### src/rtl/assert_macros.svh
// Assertion macros used by the top-level RTL file.
`ifndef ASSERT_MACROS_SVH
`define ASSERT_MACROS_SVH
`ifndef ASSERT_OFF
`define ASSERT_HOLDS(label, clk, rst, prop) \
   label: assert property (@(posedge clk) disable iff (rst) prop) \
      else $error("assertion failed");
`define ASSERT_NEVER(label, clk, rst, expr) \
   label: assert property (@(posedge clk) disable iff (rst) !(expr)) \
      else $error("forbidden condition seen");
`else
`define ASSERT_HOLDS(label, clk, rst, prop)
`define ASSERT_NEVER(label, clk, rst, expr)
`endif
`endif

### src/rtl/itids_pkg.sv
// Shared types, sizes and codes of the indexed table.
package itids_pkg;

   localparam int DEPTH     = 64;
   localparam int VALUE_W   = 32;
   localparam int OP_W      = 2;
   localparam int POS_IN_W  = 7;
   localparam int FOUND_W   = 6;
   localparam int COUNT_W   = 7;
   localparam int CNT_W     = $clog2(DEPTH + 1);
   localparam int CMP_W     = (CNT_W > POS_IN_W) ? CNT_W : POS_IN_W;
   localparam int POS_W     = $clog2(DEPTH);
   localparam int GRP       = 8;
   localparam int GI_W      = $clog2(GRP);
   localparam int NGRP      = (DEPTH + GRP - 1) / GRP;

   localparam logic [OP_W-1:0] OP_INSERT = 2'd0;
   localparam logic [OP_W-1:0] OP_DELETE = 2'd1;
   localparam logic [OP_W-1:0] OP_SEARCH = 2'd2;

   localparam logic [1:0] ST_OK        = 2'd0;
   localparam logic [1:0] ST_BAD_INDEX = 2'd1;
   localparam logic [1:0] ST_FULL      = 2'd2;
   localparam logic [1:0] ST_NOT_FOUND = 2'd3;

   typedef enum logic [1:0] {
      S_IDLE,
      S_GROUP,
      S_SELECT
   } state_type;

   typedef struct packed {
      logic               ins;
      logic               del;
      logic               search;
      logic [CMP_W-1:0]   pos;
      logic [CMP_W-1:0]   count;
      logic [VALUE_W-1:0] value;
   } cell_ctrl_type;

   typedef struct packed {
      logic             hit;
      logic [POS_W-1:0] position;
   } match_type;

endpackage

### src/rtl/itids_cell.sv
// One table cell: holds an entry, shifts with its neighbors, flags a search hit.
module itids_cell (
   input  logic                          clock,
   input  itids_pkg::cell_ctrl_type      ctrl,
   input  logic [itids_pkg::CMP_W-1:0]   index,
   input  logic [itids_pkg::VALUE_W-1:0] below_entry,
   input  logic [itids_pkg::VALUE_W-1:0] above_entry,
   output logic [itids_pkg::VALUE_W-1:0] entry,
   output logic                          hit
);

   logic [itids_pkg::VALUE_W-1:0] entry_ff, entry_in;
   logic                          hit_ff, hit_in;

   always_comb begin
      entry_in = entry_ff;
      if (ctrl.ins) begin
         if (index > ctrl.pos) begin
            entry_in = below_entry;
         end else if (index == ctrl.pos) begin
            entry_in = ctrl.value;
         end
      end else if (ctrl.del) begin
         if (index >= ctrl.pos) begin
            entry_in = above_entry;
         end
      end
      hit_in = hit_ff;
      if (ctrl.search) begin
         hit_in = (index < ctrl.count) && (entry_ff == ctrl.value);
      end
   end

   always_ff @(posedge clock) begin
      entry_ff <= entry_in;
      hit_ff   <= hit_in;
   end

   assign entry = entry_ff;
   assign hit   = hit_ff;

endmodule

### config.mk
export PLATFORM = sky130hd
export DESIGN_NAME = itids_cell
export DESIGN_NICKNAME = d
export VERILOG_FILES = /design/src/rtl/assert_macros.svh /design/src/rtl/itids_pkg.sv /design/src/rtl/itids_cell.sv
export SDC_FILE = /design/constraint.sdc
export NUM_CORES = 1
export LEC_CHECK = 0
export BUFFER_PORTS_ARGS = -buffer_cell sky130_fd_sc_hd__buf_2
export CAP_MARGIN = 25
export CORE_MARGIN = 2
export CORE_UTILIZATION = 25
export CTS_CLUSTER_DIAMETER = 120
export DETAILED_ROUTE_END_ITERATION = 10
export MAX_ROUTING_LAYER = met4
export SYNTH_ARGS = -nofsm -noshare
export SYNTH_HDL_FRONTEND = slang
export SYNTH_SLANG_ARGS = --single-unit
### constraint.sdc
create_clock -name clock -period 4.7 [get_ports clock]
set_clock_uncertainty 0.2 [all_clocks]
set_input_delay 0.94 -clock clock [delete_from_list [all_inputs] [get_ports clock]]
set_output_delay 0.94 -clock clock [all_outputs]
set_load 0.02 [all_outputs]
==> impl_metrics.tcl <==
set metrics [dict create \
    hold_buffers 0 \
    grt-ovfl-total 0 \
    hold_class "in2reg" \
    grt_use_total_pct 15.74 \
    ys_ff_latch 33 \
    die_area_mm2 0.01172 \
    fin_crit_ns 3.126 \
    syn_nets 413 \
    drt-initial-drc-count 197 \
    cts_num_sinks 33 \
    wl_met3_um 620 \
    worstPathCellList "buf_2, inv_1, ha_1, and3_1, buf_4, a21oi_4, a22oi_1, o22ai_1, a221o_1" \
    vdd_drop_max_mv 0.1144 \
    relSlewSlack_pct 37.40 \
    critPathKind "in2reg" \
    fmax_ghz 0.3199 \
    status "finished clean" \
    worstMarginPinSlew_ns 0.9369 \
    drive_gt1_share_pct 39.72 \
    crit_fanout 34 \
    grt_pass1_wl_um 13810 \
    io_pins 154 \
    row_count 38 \
    first_global_vias 2751 \
    crit_buf_inv 3 \
    multiInputGateArea_mm2 0.001450 \
    synth_top_area_share_pct 36.46 \
    routed_wl_um 9368 \
    tritoncts "built" \
    yosys_warnings 0 \
    setup_tns_ns 0 \
    synth.distinct_cells 30 \
    final-setup-viol-count 0 \
    synth-edff-count 33 \
    die_h_um 108.3 \
    vias 2883 \
    power_density_mw_per_mm2 280.7 \
    routed_via_density 5.121 \
    slowest_stage "a21oi_4" \
    synth.cell_area_mm2 0.002718 \
    yosysTopAreaCell "edfxtp_1" \
    postRouteAntennaNets 0 \
    regArea_um2 991.0 \
    p_leak_nw 1.712 \
    ys_seq_area_share_pct 36.46 \
    cts_resized 0 \
    chipWidth_um 108.3 \
    cp-start-kind "input pin" \
    wl_met1_um 4167 \
    root_buffer "clkbuf_8" \
    cts_buffer_depth 2 \
    cp.required_ns 4.65 \
    rsz0062_at_grt "no" \
    route.detailed.drc 0 \
    htree_levels 2 \
    cts_made_buffers 5 \
    synthTopCellsByArea "edfxtp_1 36%, a221o_1 12%, xor2_1 9.0%, a22oi_1 8.8%, o22ai_1 7.4%" \
    cp_top_family "compound AO/OA/AOI/OAI gates" \
    end_kind "flop" \
    met2_length_um 4472 \
    grt_start_max_net_pins 37 \
    clk_pin_slew_ns 0.08 \
    antennaDiodeCount 0 \
    pre_cts_ws_ns 1.260 \
    first_pass_iters 5 \
    num-fill-cells 1131 \
    hpwl_um 7263 \
    postSynthAreaPerCell_um2 9.741 \
    slowest_delay_ns 0.76 \
    maxCapViolations 0 \
    cts_setup_buffers 0 \
    synthToLayoutAreaGrowth_pct 34.85 \
    critPathArrivalTime_ns 3.08 \
    portBuffers 153 \
    finalWorstSetupSlack_ns 1.574 \
    synthArstFlopShare_pct 0 \
    nets 557 \
    routed.top_layer "met4" \
    antenna_found_initial 0 \
    whs_ns 0.6508 \
    clkLatencyLatePin_ns 0.28 \
    period_share_pct 66.51 \
    synth_common_cells "45 x inv_1, 33 x edfxtp_1, 32 x a221o_1, 32 x a22oi_1, 32 x o22ai_1" \
    maxSlewViolCount 0 \
    start_util_pct 25.29 \
    core_area_mm2 0.01075 \
    power.total_mw 1.029 \
    post_drt_wl_per_cell_um 16.64 \
    gp_congestion 0.8402 \
    yosysMostFrequentCell "inv_1" \
    synthFlopType "edfxtp_1" \
    synthCells 279 \
    hold_violations 0 \
]
[layout by cell type, fill, tap and decap left out]
| cell | instances |
|---|---|
| a21o_1 | 1 |
| nor3_1 | 3 |
| nor2b_1 | 1 |
| o22ai_1 | 32 |
| and3_1 | 2 |
| a211oi_2 | 1 |
| ha_1 | 13 |
| nor4_1 | 6 |
| a21oi_1 | 4 |
| inv_1 | 45 |
| and4_4 | 1 |
| o211ai_1 | 1 |
| xnor2_1 | 4 |
| o21ai_0 | 2 |
| nand2b_1 | 1 |
| a22oi_1 | 32 |
| clkbuf_8 | 5 |
| a21oi_4 | 2 |
| a221o_1 | 32 |
| nand4_1 | 3 |
| nand3_1 | 1 |
| buf_4 | 5 |
| nand3b_1 | 1 |
| edfxtp_1 | 33 |
| nor2_1 | 2 |
| clkbuf_1 | 1 |
| nand2_1 | 6 |
| nor2_2 | 1 |
| xor2_1 | 28 |
| clkinv_1 | 1 |
| buf_2 | 153 |
[worst register-to-register path, delay by kind of cell, from the launching register on]
family,cells,cell delay [ns]
DFF,1,0.39
xor gates and xnor gates,1,0.18
and+or+nand+nor,3,0.85
[final timing paths]
kind | start | endpoint | slack [ns] | cells past startpoint
hold reg to reg | entry[29]$_DFFE_PP_ | hit$_DFFE_PP_ | 0.66 | 4
setup reg to reg | entry[23]$_DFFE_PP_ | hit$_DFFE_PP_ | 2.95 | 4
hold / removal | ctrl[46] | hit$_DFFE_PP_ | 0.65 | 1
setup / recovery | ctrl[41] | entry[12]$_DFFE_PP_ | 1.57 | 9
[per-layer routing]
layer	vias to the layer above	track usage [%]
li1	1371	-
met1	1346	20.49
met2	156	25.92
met3	10	1.627
met4	0	4.670
met5	-	-
[through the flow]
step / std cells / utilization, % / cell area (um^2)
after CTS: 563 / 34.11 / 3665
after global routing: 563 / 34.11 / 3665
after floorplan: 279 / - / 2718
after detailed placement: 556 / 33.40 / 3588
final: 563 / 34.11 / 3665
after global placement: 556 / 33.40 / 3588
[cell type report]
cell class / instances / share of cell area (%)
tap: 140 / 4.780
clock inverter: 1 / 0.1024
clock buffer: 6 / 1.980
timing repair buffer: 158 / 21.92
multi-input combinational: 180 / 39.57
inverter: 45 / 4.609
sequential: 33 / 27.04
[sequential cells by signal, summed over array words and instances (netlist names)]
name	flops
hit	1
entry	32
[cell families (layout without fill, tap and decap cells)]
family / Yosys count / after routing / synth area share, %
AOI/OAI and AO/OA: 107 / 107 / 30.62
xor gates and xnor gates: 32 / 32 / 10.31
adders and majority gates: 13 / 13 / 5.985
buffers and inverters: 66 / 210 / 10.96
DFF: 33 / 33 / 36.46
and+or+nand+nor: 28 / 28 / 5.663
[report_power, final]
group	switching [mW]	internal, mW
Sequential	0.0297	0.385
Combinational	0.240	0.162
Clock	0.112	0.100
Total	0.382	0.647
Power figures use the tool's default switching activity.
