--- src/rtl/assert_macros.svh ---
// Assertion macros used by the top-level RTL file.
`ifndef ASSERT_MACROS_SVH
`define ASSERT_MACROS_SVH
`ifndef ASSERT_OFF
`define ASSERT_HOLDS(label, clk, rst, prop) \
   label: assert property (@(posedge clk) disable iff (rst) prop) \
      else $error("assertion failed");
`define ASSERT_NEVER(label, clk, rst, expr) \
   label: assert property (@(posedge clk) disable iff (rst) !(expr)) \
      else $error("forbidden condition seen");
`else
`define ASSERT_HOLDS(label, clk, rst, prop)
`define ASSERT_NEVER(label, clk, rst, expr)
`endif
`endif

--- src/rtl/itids_pkg.sv ---
// Shared types, sizes and codes of the indexed table.
package itids_pkg;

   localparam int DEPTH     = 64;
   localparam int VALUE_W   = 32;
   localparam int OP_W      = 2;
   localparam int POS_IN_W  = 7;
   localparam int FOUND_W   = 6;
   localparam int COUNT_W   = 7;
   localparam int CNT_W     = $clog2(DEPTH + 1);
   localparam int CMP_W     = (CNT_W > POS_IN_W) ? CNT_W : POS_IN_W;
   localparam int POS_W     = $clog2(DEPTH);
   localparam int GRP       = 8;
   localparam int GI_W      = $clog2(GRP);
   localparam int NGRP      = (DEPTH + GRP - 1) / GRP;

   localparam logic [OP_W-1:0] OP_INSERT = 2'd0;
   localparam logic [OP_W-1:0] OP_DELETE = 2'd1;
   localparam logic [OP_W-1:0] OP_SEARCH = 2'd2;

   localparam logic [1:0] ST_OK        = 2'd0;
   localparam logic [1:0] ST_BAD_INDEX = 2'd1;
   localparam logic [1:0] ST_FULL      = 2'd2;
   localparam logic [1:0] ST_NOT_FOUND = 2'd3;

   typedef enum logic [1:0] {
      S_IDLE,
      S_GROUP,
      S_SELECT
   } state_type;

   typedef struct packed {
      logic               ins;
      logic               del;
      logic               search;
      logic [CMP_W-1:0]   pos;
      logic [CMP_W-1:0]   count;
      logic [VALUE_W-1:0] value;
   } cell_ctrl_type;

   typedef struct packed {
      logic             hit;
      logic [POS_W-1:0] position;
   } match_type;

endpackage

--- src/rtl/itids_prio.sv ---
// Registered two-level priority encoder over the cells' hit flags.
module itids_prio (
   input  logic                        clock,
   input  logic [itids_pkg::DEPTH-1:0] hits,
   output itids_pkg::match_type        match
);

   logic [itids_pkg::NGRP*itids_pkg::GRP-1:0] hits_pad;
   logic                                      grp_hit_ff [itids_pkg::NGRP];
   logic [itids_pkg::GI_W-1:0]                grp_idx_ff [itids_pkg::NGRP];
   logic                                      grp_hit_in [itids_pkg::NGRP];
   logic [itids_pkg::GI_W-1:0]                grp_idx_in [itids_pkg::NGRP];

   always_comb begin
      hits_pad = '0;
      hits_pad[itids_pkg::DEPTH-1:0] = hits;
   end

   // first level: lowest set flag inside each group of eight
   always_comb begin
      for (int g = 0; g < itids_pkg::NGRP; g++) begin
         grp_hit_in[g] = 1'b0;
         grp_idx_in[g] = '0;
         for (int k = itids_pkg::GRP - 1; k >= 0; k--) begin
            if (hits_pad[g*itids_pkg::GRP + k]) begin
               grp_hit_in[g] = 1'b1;
               grp_idx_in[g] = itids_pkg::GI_W'(k);
            end
         end
      end
   end

   always_ff @(posedge clock) begin
      for (int g = 0; g < itids_pkg::NGRP; g++) begin
         grp_hit_ff[g] <= grp_hit_in[g];
         grp_idx_ff[g] <= grp_idx_in[g];
      end
   end

   // second level: lowest group with a hit
   always_comb begin
      match.hit      = 1'b0;
      match.position = '0;
      for (int g = itids_pkg::NGRP - 1; g >= 0; g--) begin
         if (grp_hit_ff[g]) begin
            match.hit      = 1'b1;
            match.position = itids_pkg::POS_W'(g * itids_pkg::GRP + int'(grp_idx_ff[g]));
         end
      end
   end

endmodule

--- config.mk ---
export PLATFORM = sky130hd
export DESIGN_NAME = itids_prio
export DESIGN_NICKNAME = d
export VERILOG_FILES = /design/src/rtl/assert_macros.svh /design/src/rtl/itids_pkg.sv /design/src/rtl/itids_prio.sv
export SDC_FILE = /design/constraint.sdc
export NUM_CORES = 1
export LEC_CHECK = 0
export BUFFER_PORTS_ARGS = -buffer_cell sky130_fd_sc_hd__buf_2
export CAP_MARGIN = 10
export CORE_ASPECT_RATIO = 1.1
export CORE_UTILIZATION = 48
export CTS_CLUSTER_SIZE = 14
export DETAILED_ROUTE_END_ITERATION = 8
export PLACE_DENSITY = 0.83
export REMOVE_ABC_BUFFERS = 1
export SYNTH_ARGS = -nofsm -noshare
export SYNTH_HDL_FRONTEND = slang
export SYNTH_SLANG_ARGS = --single-unit
--- constraint.sdc ---
create_clock -name clock -period 1.9 [get_ports clock]
set_input_delay 0.095 -clock clock [delete_from_list [all_inputs] [get_ports clock]]
set_output_delay 0.095 -clock clock [all_outputs]
set_load 0.01 [all_outputs]
==> summary.md, run 1 <==
| Metric | Value |
|---|---|
| Initial antenna violation count | 0 |
| Worst Path Required | 1.80 ns |
| Slew Limit Headroom | 72.56% |
| Syn Std Cell Area | 1458 µm² |
| First DRT Iteration DRCs | 24 |
| Syn Area/Cell | 7.965 µm² |
| Via count | 1,670 |
| Worst EP arrival | 1.75 ns |
| Synth warnings | 0 |
| Actual slew at the worst max-slew pin | 0.4078 ns |
| GP Congestion | 0.7630 |
| Combinational Power Share | 15.5% |
| Hold path cells | 3 |
| Post-route DRC | 0 |
| Hold endpoint | grp_hit_ff[1][2] |
| Async set-reset flop share out of synthesis | 0% |
| CP Max Fanout | 6 |
| Site Rows | 20 |
| Part of the power in the clock network | 34.7% |
| Clock net sink count | 32 |
| Hold Startpoint | hits[53] |
| Synth-to-Final Area Change | 50.13% |
| I/O pin count | 72 |
| Core ar. | 2828 µm² |
| Chip width | 54.54 µm |
| EDFF count, synth | 0 |
| Sw frac | 22.61% |
| NetSw | 320.6 µW |
| CTS Root Cell | clkbuf_4 |
| Area post-placement | 1851 µm² |
| Distinct cells, synth | 23 |
| Final ANT Viol Nets | 0 |
| Hold slack | 0.003424 ns |
| Post-synthesis instance total | 183 |
| Critical-path top delay cell | or4_1 |
| Critical path launch point type | flip-flop |
| Post-Route WL | 3.819 mm |
| Maximum number of pins on one net before global-route repair | 11 |
| Met2 Routed Length | 2.039 mm |
| #FFs+latches synth | 32 |
| Final Hold Viols | 0 |
| Wire per inst | 11.93 µm |
| Worst path max stage delay | 0.42 ns |
| Commonest non-fill, non-tap cells in the layout | 71 x buf_2, 31 x dfxtp_1, 26 x dlygate4sd3_1, 25 x nor3_1, 19 x inv_1 |
| Final instance count without filler cells | 320 |
| CTS tree | built |
| Die ar. | 3261 µm² |
| Vias per inst | 5.219 |
| Vert. Die Dim | 59.80 µm |
| Dominant synthesized flop cell | dfxtp_1 |
| Status | complete, no violations |
| CTS clk-pin slew, worst paths | 0.09 ns |
| Metal3 WL | 156 µm |
| Vias in the first global route | 1,420 |
| Minimum clock period | 1.843 ns |
| Top layer in use | met4 |
| Kind of critical path | reg -> out |
| Slew Viols, Final | 0 |
| First-pass GRT wire length | 5.595 mm |
| PD cells | 647.9 nW/µm² |
| Cell internal pwr | 1097 µW |
| Max Root-Sink Buffers | 2 |
| H-tree lvl count | 2 |
| Postcts setup bufs | 0 |
| TritonRoute pass-1 iters | 5 |
| Max-Cap Viols | 0 |
| Num CTS Buffers | 5 |
| Final Setup Violations | 0 |
| Pleak | 0.001035 µW |
| CP cell instances | nor2b_4, a221oi_1, or4_1, a31oi_1, buf_2 |
| Fmax | 542.5 MHz |
| DP HPWL | 2.524 mm |
| DP Cell Count | 286 |
| Nets | 351 |
| GRT Util Overall | 23.93% |
| # diodes | 0 |
| Commonest non-fill, non-tap cell in the layout | buf_2 |
| Met1 WL | 1.555 mm |
| I/O Buffers | 71 |
| TNS Setup | 0 ns |
| Fin area | 2188 µm² |
| Seq pwr share | 49.8% |
| CP Capture Type | output port |
| Class of the worst hold path | in -> reg |
| VDD IR max | 0.6685 mV |
| Final Cycle Share | 97.01% |
| Initial core utilization | 51.55% |
| Layout cells sized above 1 | 28.57% |
| Part of the Yosys area used for sequential elements | 43.95% |
| GRT overflow | 0 |
-- registers in the layout, indices dropped and copies added, names as in the netlist --
name / flops
grp_hit_ff: 8
grp_idx_ff: 24
-- power by group through the flow --
stage / sequential (µW) / combinational (µW) / clock [µW]
floorplan: 718 / 70.9 / 0
global route: 708 / 247 / 521
global placement: 722 / 173 / 0
detailed placement: 721 / 179 / 0
finish: 706 / 220 / 492
CTS: 706 / 217 / 492
-- worst max path at each step --
stage	start	to	slack [ns]	cells past startpoint
after floorplan	grp_hit_ff[1][1]	match[0]	0.56	4
after global placement	grp_hit_ff[1][1]	match[2]	0.47	5
after detailed placement	grp_hit_ff[1][2]	match[2]	0.44	5
after CTS	grp_hit_ff[1][1]	match[2]	0.08	5
after global routing	grp_hit_ff[1][1]	match[1]	-0.03	5
final	grp_hit_ff[1][2]	match[2]	0.06	5
-- stage by stage --
stage                     setup slack, ns  utilization (%)  power [µW]
final                             0.05684            77.39        1418
after global routing             -0.02555            77.39        1476
after CTS                         0.07548            77.35        1415
after detailed placement           0.4377            65.44       900.2
after global placement             0.4699            65.44       895.2
after floorplan                    0.5613                -       788.7
-- cell type report --
| type | count | area [µm²] |
|---|---|---|
| Clock inverter | 2 | 35.03 |
| Timing Repair Buffer | 97 | 615.6 |
| Fill cell | 210 | 639.4 |
| Tap cell | 33 | 41.29 |
| Sequential cell | 32 | 641.9 |
| Multi-Input combinational cell | 131 | 742.0 |
| Clock buffer | 6 | 41.29 |
| Inverter | 19 | 71.32 |
-- cell families after synthesis --
kind of cell | after synthesis | share of synthesized area, %
AOI/OAI and AO/OA | 42 | 18.11
buffers and inverters | 20 | 5.150
DFF | 32 | 43.95
and+or+nand+nor | 89 | 32.79
-- repair_timing --
| item | 4_1_cts | 5_1_grt |
|---|---|---|
| hold buffers | 26 | 0 |
| resized for setup | 0 | 1 |
| endpoints found under the setup margin | 0 | 1 |
| endpoints found under the hold margin | 20 | 0 |
-- cell usage after synthesis, drive strengths merged (6+ instances only) --
cell    instances  area share (%)
nor2b           9             4.4
nor3           25             8.6
nor2           13             3.3
dfxtp          32              44
inv            19             4.9
nor4           16             6.9
o22ai           6             2.6
nand2b          8             3.4
a21oi          16             5.5
nand2          11             2.8
o21bai          8             4.1
-- critical path: cells and delay by family (launching register included) --
family	cells	cell delay (ns)
AOI/OAI and AO/OA	2	0.30
and+or+nand+nor	2	0.58
DFF	1	0.39
buffers and inverters	1	0.16
-- per-layer routing --
layer  up-vias  GRT usage (%)
met2        53          44.60
met4         0          7.692
met3        10          4.580
met1       735          26.22
li1        872              -
met5         -              0
No activity file was read; power rests on OpenSTA's default activity.
==> run 2: changes to the inputs <==
--- a/config.mk
+++ b/config.mk
@@ -5,13 +5,14 @@
 export SDC_FILE = /design/constraint.sdc
 export NUM_CORES = 1
 export LEC_CHECK = 0
+export ABC_AREA = 1
 export BUFFER_PORTS_ARGS = -buffer_cell sky130_fd_sc_hd__buf_2
 export CAP_MARGIN = 10
 export CORE_ASPECT_RATIO = 1.1
-export CORE_UTILIZATION = 48
-export CTS_CLUSTER_SIZE = 14
+export CORE_UTILIZATION = 50
+export CTS_CLUSTER_SIZE = 24
 export DETAILED_ROUTE_END_ITERATION = 8
-export PLACE_DENSITY = 0.83
+export PLACE_DENSITY = 0.84
 export REMOVE_ABC_BUFFERS = 1
 export SYNTH_ARGS = -nofsm -noshare
 export SYNTH_HDL_FRONTEND = slang
==> run 2 against run 1 <==
Design area rose by 9.6%. Sequential share of layout area decreased by 2.6 points. Critical endpoint is now grp_idx_ff[1][8]. Largest power group unchanged. Synthesized cell count is 28% higher. Largest cell class unchanged.
==> summary.md, run 2 <==
| Metric | Value |
|---|---|
| Distinct cells, synth | 16 (was 23) |
| Final Setup Violations | 0 (unchanged) |
| GP Congestion | 0.7934 (was 0.7630) |
| Fmax | 588.6 MHz (was 542.5 MHz) |
| Syn Std Cell Area | 1617 µm² (was 1458 µm²) |
| Part of the Yosys area used for sequential elements | 39.63% (was 43.95%) |
| Vias in the first global route | 1,762 (was 1,420) |
| # diodes | 0 (unchanged) |
| VDD IR max | 0.5129 mV (was 0.6685 mV) |
| Async set-reset flop share out of synthesis | 0% (unchanged) |
| CTS tree | built (unchanged) |
| Commonest non-fill, non-tap cells in the layout | 71 x buf_2, 41 x nand2_1, 40 x a21oi_1, 37 x dlygate4sd3_1, 32 x dfxtp_1 (was 71 x buf_2, 31 x dfxtp_1, 26 x dlygate4sd3_1, 25 x nor3_1, 19 x inv_1) |
| CP Capture Type | flip-flop (was output port) |
| Max reg flops | 24 (unchanged) |
| Nets | 411 (was 351) |
| Post-Route WL | 4.452 mm (was 3.819 mm) |
| Critical path launch point type | input pin (was flip-flop) |
| Dominant synthesized flop cell | dfxtp_1 (unchanged) |
| Synth top cells by count | 41 x nand2_1, 40 x a21oi_1, 32 x dfxtp_1, 31 x inv_1, 22 x nor2_1 (was 32 x dfxtp_1, 25 x nor3_1, 19 x inv_1, 16 x a21oi_1, 16 x nor4_1) |
| Worst Path Buf+Inv | 3 (was 1) |
| CTS Root Cell | clkbuf_4 (unchanged) |
| Post-route DRC | 0 (unchanged) |
| Final Cycle Share | 89.42% (was 97.01%) |
| Top layer in use | met4 (unchanged) |
| Post-synth top area share | 39.63% (was 43.95%) |
| Post-synthesis instance total | 235 (was 183) |
| Synth warnings | 0 (unchanged) |
| Met1 WL | 1.783 mm (was 1.555 mm) |
| Reg with most FFs | grp_idx_ff (unchanged) |
| Vert. Die Dim | 61.64 µm (was 59.80 µm) |
| Final ANT Viol Nets | 0 (unchanged) |
| Commonest non-fill, non-tap cell in the layout | buf_2 (unchanged) |
| CP cell instances | dlygate4sd3_1, buf_2, or2_2, nor4_1, dlygate4sd3_1 (was nor2b_4, a221oi_1, or4_1, a31oi_1, buf_2) |
| Maximum number of pins on one net before global-route repair | 11 (unchanged) |
| Site Rows | 21 (was 20) |
| Worst EP arrival | 1.97 ns (was 1.75 ns) |
| Chip width | 56.22 µm (was 54.54 µm) |
| Critical-path top delay cell | dlygate4sd3_1 (was or4_1) |
| Metal3 WL | 218 µm (was 156 µm) |
| Actual slew at the worst max-slew pin | 0.3840 ns (was 0.4078 ns) |
| GRT overflow | 0 (unchanged) |
| First DRT Iteration DRCs | 88 (was 24) |
| Syn Area/Cell | 6.879 µm² (was 7.965 µm²) |
| Minimum clock period | 1.699 ns (was 1.843 ns) |
| Core ar. | 3074 µm² (was 2828 µm²) |
| I/O pin count | 72 (unchanged) |
| DP HPWL | 2.662 mm (was 2.524 mm) |
| TritonRoute pass-1 iters | 4 (was 5) |
| Initial antenna violation count | 0 (unchanged) |
| CP Max Fanout | 3 (was 6) |
| GRT Util Overall | 26.95% (was 23.93%) |
| Slew Limit Headroom | 74.36% (was 72.56%) |
| RSZ-0062 raised after global routing | no |
| PD cells | 563.8 nW/µm² (was 647.9 nW/µm²) |
| #FFs+latches synth | 32 (unchanged) |
| I/O Buffers | 71 (unchanged) |
| Final Core Density | 78.02% (was 77.39%) |
| Initial core utilization | 52.58% (was 51.55%) |
| Worst path max stage delay | 0.61 ns (was 0.42 ns) |
| Clock net sink count | 32 (unchanged) |
| TNS Setup | 0 ns (unchanged) |
| EDFF count, synth | 0 (unchanged) |
| Kind of critical path | in -> reg (was reg -> out) |
| CTS clk-pin slew, worst paths | 0.09 ns (about the same) |
| Vias per inst | 5.016 (was 5.219) |
| Hold slack | 0.002851 ns (was 0.003424 ns) |
| Slew Viols, Final | 0 (unchanged) |
| Synth-to-Final Area Change | 48.37% (was 50.13%) |
| Status | complete, no violations (unchanged) |
| Layout cells sized above 1 | 28.24% (was 28.57%) |
| H-tree lvl count | 2 (unchanged) |
| Num CTS Buffers | 5 (unchanged) |
| Postcts setup bufs | 0 (unchanged) |
| Met2 Routed Length | 2.362 mm (was 2.039 mm) |
| Cell taking the most area after synthesis | dfxtp_1 (unchanged) |
| Most frequent cell after synthesis | nand2_1 (was dfxtp_1) |
| Synth area leaders | dfxtp_1 40%, a21oi_1 12%, nand2_1 9.5% (was dfxtp_1 44%, nor3_1 8.6%, nor4_1 6.9%) |
| Pleak | 0.001174 µW (was 0.001035 µW) |
| First-pass GRT wire length | 7.120 mm (was 5.595 mm) |
| Class of the worst hold path | in -> reg (unchanged) |
| Via count | 1,911 (was 1,670) |
| Max-Cap Viols | 0 (unchanged) |
| Max Root-Sink Buffers | 2 (unchanged) |
| Biggest regs | grp_idx_ff x24, grp_hit_ff x8 (unchanged) |
| Critical path's top delay family | buffers and inverters (was simple AND/OR/NAND/NOR gates) |
| Worst Path Required | 2.17 ns (was 1.80 ns) |
| Die ar. | 3465 µm² (was 3261 µm²) |
| Crit path top cell by count | dlygate4sd3_1 |
| Final Hold Viols | 0 (unchanged) |
| Wire per inst | 11.69 µm (was 11.93 µm) |
-- run 2: worst paths after layout --
kind / start / to / slack (ns) / cells after the start
worst max-delay path: hits[48] / grp_idx_ff[1][8] / 0.20 / 5
worst min-delay path: hits[45] / grp_hit_ff[1][1] / 0.003 / 3
-- run 2: layout make-up --
cell class | count | area (µm²)
well taps | 34 | 42.54
multi-input cells | 168 | 814.5
fillers | 213 | 675.6
repair buffers | 108 | 725.7
clock buffers | 8 | 58.81
inverters | 31 | 116.4
flip-flops and latches | 32 | 640.6
-- run 2: timing repair --
action / 4_1_cts / 5_1_grt
hold endpoints to repair: 23 / 2
resized for setup: 0 / 0
setup endpoints to repair: 0 / 0
hold buffers: 35 / 2
-- run 2: cell families after synthesis --
family / share of synthesized area [%]
AO/OA/AOI/OAI: 16.64
buffers and inverters: 9.984
flip-flops: 39.63
AND/OR/NAND/NOR: 33.75
-- run 2: metal layers --
| layer | vias to the layer above | global-route usage, % |
|---|---|---|
| li1 | 999 | - |
| met1 | 833 | 28.61 |
| met2 | 69 | 52.72 |
| met3 | 10 | 6.303 |
| met4 | 0 | 10.45 |
| met5 | - | 0 |
-- run 2: power breakdown --
| group | total [µW] | internal (µW) | switching (µW) |
|---|---|---|---|
| combinational | 248 | 138 | 110 |
| clock | 399 | 182 | 216 |
| sequential | 706 | 697 | 8.79 |
-- run 2: metrics by stage --
| stage | cells | setup WS, ns | total power [µW] | instance area, µm² |
|---|---|---|---|---|
| final | 381 | 0.2010 | 1352 | 2399 |
| after global routing | 381 | 0.1545 | 1419 | 2399 |
| after CTS | 379 | 0.3208 | 1330 | 2379 |
| after detailed placement | 336 | 0.6769 | 905.9 | 1969 |
| after global placement | 336 | 0.7150 | 901.5 | 1969 |
| after floorplan | 231 | 0.8214 | 802.2 | 1572 |
